===== src/hw/rtl/ps2mct_pkg.sv =====
package ps2mct_pkg;

	// Field widths fixed by the item format
	localparam int unsigned SIZE_BITS    = 13;
	localparam int unsigned SET_BITS     = 16;
	localparam int unsigned DELTA_BITS   = 9;
	localparam int unsigned CFG_IDX_BITS = 1;
	localparam int unsigned CFG_DATA_BITS = SIZE_BITS;

	// Default coordinate width and screen size after reset
	localparam int unsigned COORD_BITS_DEFAULT = 12;
	localparam logic [SIZE_BITS-1:0] RESET_WIDTH  = 13'd320;
	localparam logic [SIZE_BITS-1:0] RESET_HEIGHT = 13'd200;

	// Status byte bits
	localparam int unsigned LEFT_IDX   = 0;
	localparam int unsigned RIGHT_IDX  = 1;
	localparam int unsigned MIDDLE_IDX = 2;
	localparam int unsigned SYNC_IDX   = 3;
	localparam int unsigned X_SIGN_IDX = 4;
	localparam int unsigned Y_SIGN_IDX = 5;
	localparam int unsigned X_OVF_IDX  = 6;
	localparam int unsigned Y_OVF_IDX  = 7;

	typedef enum logic [CFG_IDX_BITS-1:0] {
		CFG_SCREEN_WIDTH  = 1'd0,
		CFG_SCREEN_HEIGHT = 1'd1
	} cfg_idx_t;

	typedef enum logic [2:0] {
		KIND_STORED   = 3'd0,
		KIND_RESYNC   = 3'd1,
		KIND_APPLIED  = 3'd2,
		KIND_OVERFLOW = 3'd3,
		KIND_SET      = 3'd4
	} kind_t;

	typedef enum logic [1:0] {
		POS_STATUS = 2'd0,
		POS_X      = 2'd1,
		POS_Y      = 2'd2
	} byte_pos_t;

	typedef enum logic {
		FUNC_BYTE = 1'b0,
		FUNC_SET  = 1'b1
	} func_t;

endpackage


===== src/hw/rtl/ps2mct_item_if.sv =====
interface ps2mct_item_if;
	logic                                valid;
	logic                                ready;
	logic                                func;
	logic [7:0]                          data_byte;
	logic signed [ps2mct_pkg::SET_BITS-1:0] set_x;
	logic signed [ps2mct_pkg::SET_BITS-1:0] set_y;

	modport source (output valid, func, data_byte, set_x, set_y, input ready);
	modport sink (input valid, func, data_byte, set_x, set_y, output ready);
endinterface


===== src/hw/rtl/ps2mct_result_if.sv =====
interface ps2mct_result_if #(
	parameter int unsigned COORD_BITS = ps2mct_pkg::COORD_BITS_DEFAULT
);
	logic                  valid;
	logic                  ready;
	logic [2:0]            result_kind;
	logic [COORD_BITS-1:0] cursor_x;
	logic [COORD_BITS-1:0] cursor_y;
	logic                  left_pressed;
	logic                  right_pressed;
	logic                  middle_pressed;

	modport source (output valid, result_kind, cursor_x, cursor_y, left_pressed,
		right_pressed, middle_pressed, input ready);
	modport sink (input valid, result_kind, cursor_x, cursor_y, left_pressed,
		right_pressed, middle_pressed, output ready);
endinterface


===== src/hw/rtl/ps2_mouse_packet_cursor_tracker_top.sv =====
// PS/2 mouse cursor tracker. Each transfer on the mouse channel is either a raw mouse
// byte or a direct cursor placement; every transfer yields exactly one transfer on the
// cursor channel with the result kind, the cursor position and the latched buttons.
// Bytes are gathered into status/X/Y packets; a first byte without the sync bit is
// dropped, packets with an overflow bit are discarded, and applied moves are clamped
// to the screen size set through the write port (0 counts as 1, sizes above
// 2^COORD_BITS count as 2^COORD_BITS). A new size takes effect on the next move or
// placement. One item is accepted every cycle while the cursor channel is not stalled; an
// item is held in the input register while the cursor channel stalls and then moves into
// the result register, from which its result is offered. The combinational add-and-clamp
// between those two registers is the critical path.
module ps2_mouse_packet_cursor_tracker_top #(
	parameter int unsigned COORD_BITS = ps2mct_pkg::COORD_BITS_DEFAULT
) (
	input  logic                                  clk,
	input  logic                                  arst_n,
	input  logic                                  cfg_we,
	input  logic [ps2mct_pkg::CFG_IDX_BITS-1:0]   cfg_index,
	input  logic [ps2mct_pkg::CFG_DATA_BITS-1:0]  cfg_data,
	ps2mct_item_if.sink                           mouse,
	ps2mct_result_if.source                       cursor
);

	localparam int unsigned SB = ps2mct_pkg::SIZE_BITS;
	localparam int unsigned VW = (COORD_BITS + 2 > ps2mct_pkg::SET_BITS + 1) ?
		COORD_BITS + 2 : ps2mct_pkg::SET_BITS + 1;
	localparam int unsigned EW = ((COORD_BITS > SB) ? COORD_BITS : SB) + 1;
	localparam logic [EW-1:0] FULL_SIZE = EW'(1) << COORD_BITS;

	// Clamp a signed value into [0, lim_m1]
	function automatic logic [COORD_BITS-1:0] clamp_coord(
		input logic signed [VW-1:0] v,
		input logic [COORD_BITS-1:0] lim_m1
	);
		logic signed [VW-1:0] lim_s;
		lim_s = $signed({{(VW-COORD_BITS){1'b0}}, lim_m1});
		if (v < 0)
			return '0;
		else if (v > lim_s)
			return lim_m1;
		else
			return v[COORD_BITS-1:0];
	endfunction

	// Largest coordinate allowed by a screen size
	function automatic logic [COORD_BITS-1:0] max_coord(input logic [SB-1:0] size);
		logic [EW-1:0] size_e;
		size_e = EW'(size);
		if (size_e == '0)
			return '0;
		else if (size_e > FULL_SIZE)
			return '1;
		else
			return COORD_BITS'(size_e - EW'(1));
	endfunction

	// Configuration registers
	logic [SB-1:0] width_q, height_q;

	always_ff @(posedge clk or negedge arst_n) begin
		if (!arst_n) begin
			width_q  <= ps2mct_pkg::RESET_WIDTH;
			height_q <= ps2mct_pkg::RESET_HEIGHT;
		end else if (cfg_we) begin
			case (ps2mct_pkg::cfg_idx_t'(cfg_index))
				ps2mct_pkg::CFG_SCREEN_WIDTH:  width_q  <= cfg_data;
				ps2mct_pkg::CFG_SCREEN_HEIGHT: height_q <= cfg_data;
				default: ;
			endcase
		end
	end

	// Input register
	logic                                valid_s1;
	logic                                func_s1;
	logic [7:0]                          data_s1;
	logic signed [ps2mct_pkg::SET_BITS-1:0] set_x_s1, set_y_s1;
	logic                                out_free, adv_s1;

	assign out_free    = !cursor.valid || cursor.ready;
	assign adv_s1      = valid_s1 && out_free;
	assign mouse.ready = !valid_s1 || out_free;

	always_ff @(posedge clk or negedge arst_n) begin
		if (!arst_n)
			valid_s1 <= 1'b0;
		else if (mouse.ready)
			valid_s1 <= mouse.valid;
	end

	always_ff @(posedge clk) begin
		if (mouse.valid && mouse.ready) begin
			func_s1  <= mouse.func;
			data_s1  <= mouse.data_byte;
			set_x_s1 <= mouse.set_x;
			set_y_s1 <= mouse.set_y;
		end
	end

	// Tracker state
	ps2mct_pkg::byte_pos_t  bpos_q, bpos_d;
	logic [7:0]             status_q, status_d;
	logic [7:0]             xbyte_q, xbyte_d;
	logic [COORD_BITS-1:0]  pos_x_q, pos_x_d, pos_y_q, pos_y_d;
	logic [2:0]             buttons_q, buttons_d;
	ps2mct_pkg::kind_t      kind_c;

	logic [COORD_BITS-1:0]  max_x, max_y;
	logic signed [VW-1:0]   px_e, py_e, dx_e, dy_e, sx_e, sy_e;

	assign max_x = max_coord(width_q);
	assign max_y = max_coord(height_q);
	assign px_e  = $signed({{(VW-COORD_BITS){1'b0}}, pos_x_q});
	assign py_e  = $signed({{(VW-COORD_BITS){1'b0}}, pos_y_q});
	assign dx_e  = $signed({{(VW-ps2mct_pkg::DELTA_BITS+1){status_q[ps2mct_pkg::X_SIGN_IDX]}},
		xbyte_q});
	assign dy_e  = $signed({{(VW-ps2mct_pkg::DELTA_BITS+1){status_q[ps2mct_pkg::Y_SIGN_IDX]}},
		data_s1});
	assign sx_e  = $signed({{(VW-ps2mct_pkg::SET_BITS){set_x_s1[ps2mct_pkg::SET_BITS-1]}},
		set_x_s1});
	assign sy_e  = $signed({{(VW-ps2mct_pkg::SET_BITS){set_y_s1[ps2mct_pkg::SET_BITS-1]}},
		set_y_s1});

	// Decode the item held in the input register
	always_comb begin
		bpos_d    = bpos_q;
		status_d  = status_q;
		xbyte_d   = xbyte_q;
		pos_x_d   = pos_x_q;
		pos_y_d   = pos_y_q;
		buttons_d = buttons_q;
		kind_c    = ps2mct_pkg::KIND_STORED;
		if (ps2mct_pkg::func_t'(func_s1) == ps2mct_pkg::FUNC_SET) begin
			pos_x_d = clamp_coord(sx_e, max_x);
			pos_y_d = clamp_coord(sy_e, max_y);
			kind_c  = ps2mct_pkg::KIND_SET;
		end else begin
			case (bpos_q)
				ps2mct_pkg::POS_STATUS: begin
					if (!data_s1[ps2mct_pkg::SYNC_IDX]) begin
						kind_c = ps2mct_pkg::KIND_RESYNC;
					end else begin
						status_d = data_s1;
						bpos_d   = ps2mct_pkg::POS_X;
					end
				end
				ps2mct_pkg::POS_X: begin
					xbyte_d = data_s1;
					bpos_d  = ps2mct_pkg::POS_Y;
				end
				default: begin
					bpos_d = ps2mct_pkg::POS_STATUS;
					if (status_q[ps2mct_pkg::X_OVF_IDX] || status_q[ps2mct_pkg::Y_OVF_IDX]) begin
						kind_c = ps2mct_pkg::KIND_OVERFLOW;
					end else begin
						pos_x_d   = clamp_coord(px_e + dx_e, max_x);
						pos_y_d   = clamp_coord(py_e - dy_e, max_y);
						buttons_d = status_q[2:0];
						kind_c    = ps2mct_pkg::KIND_APPLIED;
					end
				end
			endcase
		end
	end

	// Advance state as the item leaves the input register
	always_ff @(posedge clk or negedge arst_n) begin
		if (!arst_n) begin
			bpos_q    <= ps2mct_pkg::POS_STATUS;
			status_q  <= '0;
			xbyte_q   <= '0;
			pos_x_q   <= COORD_BITS'(ps2mct_pkg::RESET_WIDTH >> 1);
			pos_y_q   <= COORD_BITS'(ps2mct_pkg::RESET_HEIGHT >> 1);
			buttons_q <= '0;
		end else if (adv_s1) begin
			bpos_q    <= bpos_d;
			status_q  <= status_d;
			xbyte_q   <= xbyte_d;
			pos_x_q   <= pos_x_d;
			pos_y_q   <= pos_y_d;
			buttons_q <= buttons_d;
		end
	end

	// Result register
	logic                   res_valid_q;
	logic [2:0]             res_kind_q;
	logic [COORD_BITS-1:0]  res_x_q, res_y_q;
	logic [2:0]             res_btn_q;

	always_ff @(posedge clk or negedge arst_n) begin
		if (!arst_n)
			res_valid_q <= 1'b0;
		else if (out_free)
			res_valid_q <= valid_s1;
	end

	always_ff @(posedge clk) begin
		if (adv_s1) begin
			res_kind_q <= kind_c;
			res_x_q    <= pos_x_d;
			res_y_q    <= pos_y_d;
			res_btn_q  <= buttons_d;
		end
	end

	assign cursor.valid          = res_valid_q;
	assign cursor.result_kind    = res_kind_q;
	assign cursor.cursor_x       = res_x_q;
	assign cursor.cursor_y       = res_y_q;
	assign cursor.left_pressed   = res_btn_q[ps2mct_pkg::LEFT_IDX];
	assign cursor.right_pressed  = res_btn_q[ps2mct_pkg::RIGHT_IDX];
	assign cursor.middle_pressed = res_btn_q[ps2mct_pkg::MIDDLE_IDX];

	// Overflow drops leave the buttons alone
	assert property (@(posedge clk) disable iff (!arst_n)
		adv_s1 && kind_c == ps2mct_pkg::KIND_OVERFLOW |=> $stable(buttons_q))
		else $error("buttons changed on overflow drop");

	// A resync drop keeps the tracker waiting for a status byte
	assert property (@(posedge clk) disable iff (!arst_n)
		adv_s1 && kind_c == ps2mct_pkg::KIND_RESYNC |=> bpos_q == ps2mct_pkg::POS_STATUS)
		else $error("resync drop left packet assembly");

	// A held item is not lost while the result register is blocked
	assert property (@(posedge clk) disable iff (!arst_n)
		valid_s1 && !out_free |=> valid_s1)
		else $error("item lost from input register");

	// The reported position is the tracked position
	assert property (@(posedge clk) disable iff (!arst_n)
		adv_s1 |=> res_x_q == pos_x_q && res_y_q == pos_y_q && res_btn_q == buttons_q)
		else $error("result does not match tracked state");

endmodule


===== src/flat_wrapper.sv =====
// flat-port wrapper written by rule: the top's interface ports become plain ports
module ps2_mouse_packet_cursor_tracker_top_flat 
#(
	parameter int unsigned COORD_BITS = ps2mct_pkg::COORD_BITS_DEFAULT
)
  (clk, arst_n, cfg_we, cfg_index, cfg_data, mouse_valid, mouse_func, mouse_data_byte, mouse_set_x, mouse_set_y, mouse_ready, cursor_valid, cursor_result_kind, cursor_cursor_x, cursor_cursor_y, cursor_left_pressed, cursor_right_pressed, cursor_middle_pressed, cursor_ready);
  ps2mct_item_if mouse_i ();
  ps2mct_result_if #(.COORD_BITS(COORD_BITS)) cursor_i ();
  input  logic clk;
  input  logic arst_n;
  input  logic cfg_we;
  input  logic [ps2mct_pkg::CFG_IDX_BITS-1:0] cfg_index;
  input  logic [ps2mct_pkg::CFG_DATA_BITS-1:0] cfg_data;
  input wire logic [$bits(mouse_i.valid)-1:0] mouse_valid;
  input wire logic [$bits(mouse_i.func)-1:0] mouse_func;
  input wire logic [$bits(mouse_i.data_byte)-1:0] mouse_data_byte;
  input wire logic [$bits(mouse_i.set_x)-1:0] mouse_set_x;
  input wire logic [$bits(mouse_i.set_y)-1:0] mouse_set_y;
  output wire logic [$bits(mouse_i.ready)-1:0] mouse_ready;
  output wire logic [$bits(cursor_i.valid)-1:0] cursor_valid;
  output wire logic [$bits(cursor_i.result_kind)-1:0] cursor_result_kind;
  output wire logic [$bits(cursor_i.cursor_x)-1:0] cursor_cursor_x;
  output wire logic [$bits(cursor_i.cursor_y)-1:0] cursor_cursor_y;
  output wire logic [$bits(cursor_i.left_pressed)-1:0] cursor_left_pressed;
  output wire logic [$bits(cursor_i.right_pressed)-1:0] cursor_right_pressed;
  output wire logic [$bits(cursor_i.middle_pressed)-1:0] cursor_middle_pressed;
  input wire logic [$bits(cursor_i.ready)-1:0] cursor_ready;
  assign mouse_i.valid = mouse_valid;
  assign mouse_i.func = mouse_func;
  assign mouse_i.data_byte = mouse_data_byte;
  assign mouse_i.set_x = mouse_set_x;
  assign mouse_i.set_y = mouse_set_y;
  assign mouse_ready = mouse_i.ready;
  assign cursor_valid = cursor_i.valid;
  assign cursor_result_kind = cursor_i.result_kind;
  assign cursor_cursor_x = cursor_i.cursor_x;
  assign cursor_cursor_y = cursor_i.cursor_y;
  assign cursor_left_pressed = cursor_i.left_pressed;
  assign cursor_right_pressed = cursor_i.right_pressed;
  assign cursor_middle_pressed = cursor_i.middle_pressed;
  assign cursor_i.ready = cursor_ready;
  ps2_mouse_packet_cursor_tracker_top #(.COORD_BITS(COORD_BITS)) u_core (.clk(clk), .arst_n(arst_n), .cfg_we(cfg_we), .cfg_index(cfg_index), .cfg_data(cfg_data), .mouse(mouse_i), .cursor(cursor_i));
endmodule

===== config.mk =====
export PLATFORM = sky130hd
export DESIGN_NAME = ps2_mouse_packet_cursor_tracker_top_flat
export DESIGN_NICKNAME = d
export VERILOG_FILES = /design/src/hw/rtl/ps2mct_pkg.sv /design/src/hw/rtl/ps2mct_item_if.sv /design/src/hw/rtl/ps2mct_result_if.sv /design/src/hw/rtl/ps2_mouse_packet_cursor_tracker_top.sv /design/src/flat_wrapper.sv
export SDC_FILE = /design/constraint.sdc
export NUM_CORES = 1
export LEC_CHECK = 0
export BUFFER_PORTS_ARGS = -buffer_cell sky130_fd_sc_hd__buf_2
export CORE_MARGIN = 2
export CORE_UTILIZATION = 50
export CTS_CLUSTER_SIZE = 16
export DETAILED_ROUTE_END_ITERATION = 10
export PLACE_DENSITY = 0.67
export SETUP_SLACK_MARGIN = 0.15
export SYNTH_ARGS = -nofsm -noshare
export SYNTH_HDL_FRONTEND = slang
export SYNTH_SLANG_ARGS = --single-unit

===== constraint.sdc =====
create_clock -name clk -period 11 [get_ports clk]
set_input_delay 1.65 -clock clk [delete_from_list [all_inputs] [get_ports clk]]
set_output_delay 1.65 -clock clk [all_outputs]
set_load 0.01 [all_outputs]

==> results of run 1 <==
per-stage QoR:
| stage | power [mW] | cell area, um2 | worst slack (ns) | hold slack (ns) |
|---|---|---|---|---|
| after floorplan | 1.698 | 9138 | 6.891 | 0.4418 |
| after global placement | 1.990 | 9794 | 6.258 | 0.4600 |
| after detailed placement | 2.004 | 9794 | 6.201 | 0.4729 |
| after CTS | 2.551 | 10340 | 6.163 | 0.4884 |
| after global routing | 2.745 | 10340 | 5.677 | 0.5180 |
| final | 2.562 | 10340 | 6.089 | 0.4937 |
layout make-up:
class / count / area [um2] / share of cell area, %
Sequential cell: 143 / 3946 / 38.17
Clock inverter: 11 / 81.33 / 0.7867
Clock buffer: 21 / 461.7 / 4.466
Timing Repair Buffer: 98 / 508.0 / 4.914
Tap cell: 229 / 286.5 / 2.772
Inverter: 59 / 221.5 / 2.142
Multi-Input combinational cell: 652 / 4832 / 46.74
where the power goes:
group / internal [mW] / leakage (nW) / switching (mW)
Clock: 0.304 / 0.268 / 0.235
Sequential: 0.691 / 1.56 / 0.102
Combinational: 0.501 / 2.71 / 0.730
Total: 1.50 / 4.54 / 1.07
cells by family after synthesis:
group / count (synthesis) / synth area share [%]
simple gates: 239 / 12.65
compound gates: 230 / 17.77
flops: 143 / 43.19
buf+inv: 90 / 3.944
fa+ha+maj: 82 / 11.34
mux: 71 / 8.229
xor+xnor: 30 / 2.876
layer usage:
metal	global-route usage [%]	vias up	share of wire, %
met5	0	-	0
met4	6.805	0	1.5
met3	3.660	25	4.8
met2	36.43	203	44
met1	37.99	3409	50
li1	-	3456	-
worst max-delay path, stage by stage (launching register included):
cell and delay [ns]:
dfrtp_1 0.44, nor4_1 0.47, and2_1 0.28, and4b_1 0.45, inv_1 0.13, o21ai_0 0.37, o21ai_0 0.24, inv_1 0.13
ha_1 0.16, a21oi_1 0.08, a21boi_0 0.19, o31ai_1 0.10, a22oi_1 0.25, nor2b_1 0.09, o211ai_2 0.73, mux2i_1 0.38
o221ai_1 0.15
synth_stat cells, types with 3 or more instances:
library cell	instances
o221ai_1	25
a21oi_1	45
o31ai_1	6
xnor2_1	18
buf_1	5
nand4_1	9
or4_1	4
a21o_1	11
a221oi_1	3
and3_1	3
buf_2	3
clkbuf_1	20
o21ai_1	3
nand2b_1	14
o31a_1	4
dfrtp_1	62
nand3b_1	5
inv_1	58
a211oi_1	8
nand2_1	95
nor3b_1	6
o221ai_2	10
and2_1	5
nor4_1	6
nand3_1	12
dfstp_2	10
nor2_1	47
o21bai_1	5
nor2b_1	9
o211ai_1	12
or3_1	6
xor2_1	12
edfxtp_1	71
o21a_1	25
mux2i_1	38
mux2_2	33
ha_1	78
a21boi_0	3
nand4b_1	3
o21ai_0	51
a22oi_1	3
nor3_1	9
state kept, by name, summed over array words and instances, names as in the netlist:
name                       cells
u_core.valid_s1                1
u_core.set_y_s1               16
u_core.pos_x_q                12
u_core.status_q                7
u_core.set_x_s1               16
u_core.res_btn_q               3
u_core.data_s1                 8
u_core.pos_y_q                12
u_core.cursor.result_kind      3
u_core.buttons_q               3
u_core.cursor.cursor_y        12
u_core.cursor.valid            1
u_core.height_q               13
u_core.func_s1                 1
u_core.cursor.cursor_x        12
u_core.width_q                13
u_core.bpos_q                  2
u_core.xbyte_q                 8
worst max-delay path by stage:
stage	to	slack, ns	cells after the start
floorplan	u_core.cursor.cursor_y[9]	6.89	19
global placement	u_core.cursor.cursor_y[1]	6.26	19
detailed placement	u_core.cursor.cursor_x[4]	6.20	16
CTS	u_core.cursor.cursor_x[4]	6.16	16
global route	u_core.cursor.cursor_x[7]	5.68	16
finish	u_core.cursor.cursor_x[4]	6.09	16
==> summary.md, run 1 <==
| Metric | Value |
|---|---|
| Post-detailed-placement half-perimeter wirelength | `17470 um` |
| Antenna fix cells | `0` |
| Hold Path Depth | `2` |
| Clk slew on worst S/H paths | `0.06 ns` |
| Final core occ | `57.55%` |
| RSZ-0062 raised after global routing | `false` |
| Slew margin rel. | `28.75%` |
| Gpl congestion | `0.9084` |
| Hold Path End | `u_core.buttons_q[1]` |
| Cell type with the largest total area after synthesis | `edfxtp_1` |
| Die width | `139.2 um` |
| Seq/Total Area, Yosys | `43.19%` |
| Maximum root-to-sink buffer count | `2` |
| Vias in the first global route | `6682` |
| Die Y | `139.2 um` |
| Data arrival time of the critical path | `5.06 ns` |
| Grt ovf | `0` |
| Std-Cell Core Area | `17960 um2` |
| Drt initial violations | `615` |
| CP Class | `register to register` |
| Final setup fails | `0` |
| Area growth from synthesis to layout | `13.13%` |
| Unique masters post-synth | `63` |
| Top-level port count | `92` |
| Final period util | `44.64%` |
| Leak Pwr | `4.543 nW` |
| Post-layout min period | `4.911 ns` |
| Setup crit end kind | `register` |
| Post-Route Setup TNS | `0 ns` |
| Crit-path max FO | `13` |
| Post-synth ARST share | `50.35%` |
| R2R depth | `16` |
| Highest Clock Rate | `0.2036 GHz` |
| Filler cell count | `1565` |
| CTS root buf | `clkbuf_16` |
| Crit. Startpoint | `u_core.width_q[2]` |
| Pwr dens | `247.8 nW/um2` |
| First-pass GRT wire length | `37110 um` |
| Leading cell type in the layout, fill and taps excluded | `nand2_1` |
| WP data required | `11.15 ns` |
| Port bufs | `91` |
| Mapped Cells | `885` |
| Via count | `7093` |
| Number of clock sinks | `143` |
| Gr usage total | `24.69%` |
| Non-Filler Instances | `1213` |
| Post-Syn Nets | `1025` |
| Yosys warnings | `0` |
| Nets | `1111` |
| CTS tree | `built` |
| Largest net degree at the start of global routing | `73` |
| Final Hold Vio Count | `0` |
| Layout cell share with drive strength beyond 1 | `19.21%` |
| Top area cells in the synthesized netlist | `edfxtp_1 23%, dfrtp_1 17%, ha_1 11%` |
| DR pass1 iterations | `5` |
| CTS H-Tree Depth | `4` |
| Reg2Reg Launch Point | `u_core.width_q[2]` |
| WL/cell | `19.22 um` |
| Hold_sp | `u_core.buttons_q[1]` |
| Peak supply drop | `0.0001260 V` |
| Post-Syn Area | `9138 um2` |
| CTS buffer count | `17` |
| Fin. max-slew vios | `0` |
| R2R Setup Slk | `6.09 ns` |
| Initial Util | `50.87%` |
| CTS hold repair buffers | `0` |
| Site Rows | `49` |
| CP Launch Type | `register` |
| DR vias/cell | `5.847` |
| Share of the synthesized area in the top cell type | `23.33%` |
| Worst r2r dst | `u_core.cursor.cursor_x[4]` |
| # placed instances | `1181` |
| Post-cts resize count | `0` |
| Post-detailed-route count of antenna-violating nets | `0` |
| Final WL | `23320 um` |
| Drt drc | `0` |
| Die area | `19370 um2` |
| Avg Cell Area, Syn | `10.32 um2` |
| Worst hold-check path type | `register to register` |
| Worst Max-Slew Pin Slew | `1.069 ns` |
| Number of antenna violations at the first check in global routing | `0` |
| Seq cells post-synth | `143` |
| Most frequent cells in the layout | `95 x nand2_1, 91 x buf_2, 78 x ha_1, 71 x edfxtp_1, 62 x dfrtp_1` |
| Final setup skew | `0.01251 ns` |
| Status | `finished, final reports clean` |
| Worst skew pair latency | `0.43 ns` |
| Postcts setup bufs | `0` |
| EDFF count, synth | `71` |
| Primary FF master, synth | `edfxtp_1` |
| Max Cap Violations | `0` |
Note: power is estimated with default switching activity, not from simulation.
==> run 2: changes to the inputs <==
ABC_AREA = 1   (was default)
clock period = 4.9 ns   (was 11 ns; I/O delays follow)
==> run 2 against run 1 <==
Combinational power rose to 2.6 times the previous value. Sequential power up 130%. Via count up 16%. Global-route usage down 0.17 points. Flip-flop and latch count unchanged. Critical path type unchanged. Total power up 140%. Design area up 3.2%. Worst hold slack worse by 0.033 ns. Sequential share of layout area down 1.2 points.
==> summary.md, run 2 <==
| Metric | Value |
|---|---|
| Data arrival time of the critical path | `4.56 ns` |
| Crit path max-delay family | `simple AND/OR/NAND/NOR gates` |
| Maximum root-to-sink buffer count | `2` |
| CP bufs+invs | `3` |
| Grt ovf | `0` |
| Worst path depth | `22` |
| Worst skew pair latency | `0.44 ns` |
| Clk slew on worst S/H paths | `0.06 ns` |
| Placement Setup Slack | `0.8583 ns` |
| Reg2Reg Launch Point | `u_core.width_q[0]` |
| Gpl congestion | `0.9304` |
| WP data required | `5.27 ns` |
| Clock network fraction of design power | `19.4%` |
| CTS hold repair buffers | `0` |
| Avg Cell Area, Syn | `7.893 um2` |
| DR pass1 iterations | `5` |
| Top area cells in the synthesized netlist | `edfxtp_1 22%, dfrtp_1 16%, nand2_1 15%` |
| Leading cell type in the layout, fill and taps excluded | `nand2_1` |
| Final WL | `23560 um` |
| CP peak stage delay | `0.46 ns` |
| Number of clock sinks | `143` |
| Final instance area | `10670 um2` |
| Int Pwr | `3.364 mW` |
| Worst r2r dst | `u_core.pos_x_q[11]` |
| Seq cells post-synth | `143` |
| Die Y | `142.0 um` |
| CTS buffer count | `17` |
| Most frequent cells in the layout | `378 x nand2_1, 144 x inv_1, 98 x nand3_1, 90 x buf_2, 78 x ha_1` |
| Final setup skew | `0.01884 ns` |
| Final setup fails | `0` |
| Post-layout min period | `4.188 ns` |
| Most frequent cell after synthesis | `nand2_1` |
| Sequential Power Share | `29.4%` |
| Vias in the first global route | `7681` |
| CTS H-Tree Depth | `4` |
| Combinational share of power | `51.2%` |
| Cell Area, Placed | `10140 um2` |
| Peak supply drop | `0.0003117 V` |
| Area growth from synthesis to layout | `12.03%` |
| Die width | `142.0 um` |
| Number of antenna violations at the first check in global routing | `0` |
| Site Rows | `50` |
| Final core occ | `57.06%` |
| Drt drc | `0` |
| Top-level port count | `92` |
| Worst Max-Slew Pin Slew | `1.136 ns` |
| Post-cts resize count | `0` |
| Final Hold Vio Count | `0` |
| Postcts setup bufs | `0` |
| CTS tree | `built` |
| Seq/Total Area, Yosys | `41.42%` |
| Yosys warnings | `0` |
| Highest Clock Rate | `0.2388 GHz` |
| Post-Syn Nets | `1347` |
| WL/cell | `15.34 um` |
| EDFF count, synth | `71` |
| Layout cell share with drive strength beyond 1 | `15.67%` |
| Post-synth ARST share | `50.35%` |
| Std-Cell Core Area | `18710 um2` |
| Crit. Startpoint | `u_core.width_q[0]` |
| Max Cap Violations | `0` |
| Top cells by count, synth | `378 x nand2_1, 146 x inv_1, 98 x nand3_1` |
| R2R depth | `22` |
| Drt initial violations | `720` |
| Initial Util | `50.93%` |
| Crit-path cells | `inv_1, ha_1, inv_1, or2_1, nor2_1, inv_1, or2_2, nand3_1, nand2_1, ha_1, nand2_1, nor2_1, nand2_1, o211ai_1, nand2_1, nand3_1, nand3_1, o21ai_0, nand3_1, nand2_1, nand2_1, nand2_1` |
| Fin. max-slew vios | `0` |
| First-pass GRT wire length | `38410 um` |
| Antenna fix cells | `0` |
| Primary FF master, synth | `edfxtp_1` |
| Status | `finished, final reports clean` |
| Post-Route Setup TNS | `0 ns` |
| Post-Syn Area | `9527 um2` |
| Leak Pwr | `5.451 nW` |
| Via count | `8206` |
| Sw Ratio | `45.57%` |
| Worst hold-check path type | `input pin to async pin` |
| Crit-path max FO | `14` |
| Largest net degree at the start of global routing | `73` |
| Unique masters post-synth | `50` |
| Port bufs | `91` |
| Biggest regs | `u_core.set_x_s1 (16), u_core.set_y_s1 (16)` |
| Setup crit end kind | `register` |
| Psw | `2.816 mW` |
| CP Launch Type | `register` |
| Share of the synthesized area in the top cell type | `22.38%` |
| Setup ws final | `0.7120 ns` |
| RSZ-0062 raised after global routing | `false` |
| Crit path capture | `u_core.pos_x_q[11]` |
| CP Class | `register to register` |
| Mapped Cells | `1207` |
| DR vias/cell | `5.342` |
| Gr usage total | `24.53%` |
| Slew margin rel. | `24.27%` |
| Final period util | `85.47%` |
| Post-detailed-route count of antenna-violating nets | `0` |
| CTS root buf | `clkbuf_16` |
| Crit-path slowest cell | `nand3_1` |
| R2R Setup Slk | `0.71 ns` |
| Post-detailed-placement half-perimeter wirelength | `17300 um` |
| Cell type with the largest total area after synthesis | `edfxtp_1` |
| Pwr dens | `579.0 nW/um2` |
| Nets | `1429` |
| CP dominant cell by count | `nand2_1` |
| Die area | `20170 um2` |
run 2: power by group through the flow:
| stage | Clock, mW | Combinational [mW] | Sequential (mW) |
|---|---|---|---|
| detailed placement | 0 | 3.11 | 1.83 |
| finish | 1.20 | 3.17 | 1.81 |
| CTS | 1.21 | 3.14 | 1.81 |
| global route | 1.26 | 3.62 | 1.84 |
| global placement | 0 | 3.06 | 1.83 |
| floorplan | 0 | 2.46 | 1.78 |
run 2: metrics by stage:
step | power [mW] | hold WS (ns) | instances
after detailed placement | 4.938 | 0.4738 | 1504
final | 6.179 | 0.4611 | 1536
after floorplan | 4.236 | 0.4394 | 1207
after global routing | 6.731 | 0.4603 | 1536
after CTS | 6.166 | 0.4609 | 1536
after global placement | 4.888 | 0.4675 | 1504
run 2: worst min path at each step:
stage | start | endpoint | slack (ns) | cells past startpoint
2_1_floorplan | arst_n | u_core.bpos_q[0] | 0.44 | 0
3_3_place_gp | u_core.status_q[2] | u_core.status_q[2] | 0.47 | 2
3_5_place_dp | u_core.status_q[7] | u_core.status_q[7] | 0.47 | 2
6_report | arst_n | u_core.pos_x_q[6] | 0.46 | 1
4_1_cts | mouse_set_x[3] | u_core.set_x_s1[3] | 0.46 | 1
5_1_grt | mouse_set_x[3] | u_core.set_x_s1[3] | 0.46 | 1
run 2: area by class of cell:
class                      count  area, um2
multi-input combinational    867       4778
clock inverter                11      82.58
clock buffer                  21      450.4
timing repair buffer          99      518.0
sequential                   143       3946
tap                          234      292.8
fill                        1723       8033
inverter                     161      604.3
run 2: logic make-up after synthesis:
group                      share of synthesized area (%)
AOI/OAI and AO/OA                                  8.524
xor gates and xnor gates                           2.023
adders and majority gates                          10.66
buffers and inverters                              8.419
DFF                                                41.42
and+or+nand+nor                                    28.95
run 2: routing by layer:
layer | track usage, % | part of all wire [%]
met5 | 0 | 0
met4 | 7.526 | 1.9
met3 | 4.812 | 6.5
met2 | 38.93 | 45
met1 | 34.10 | 47
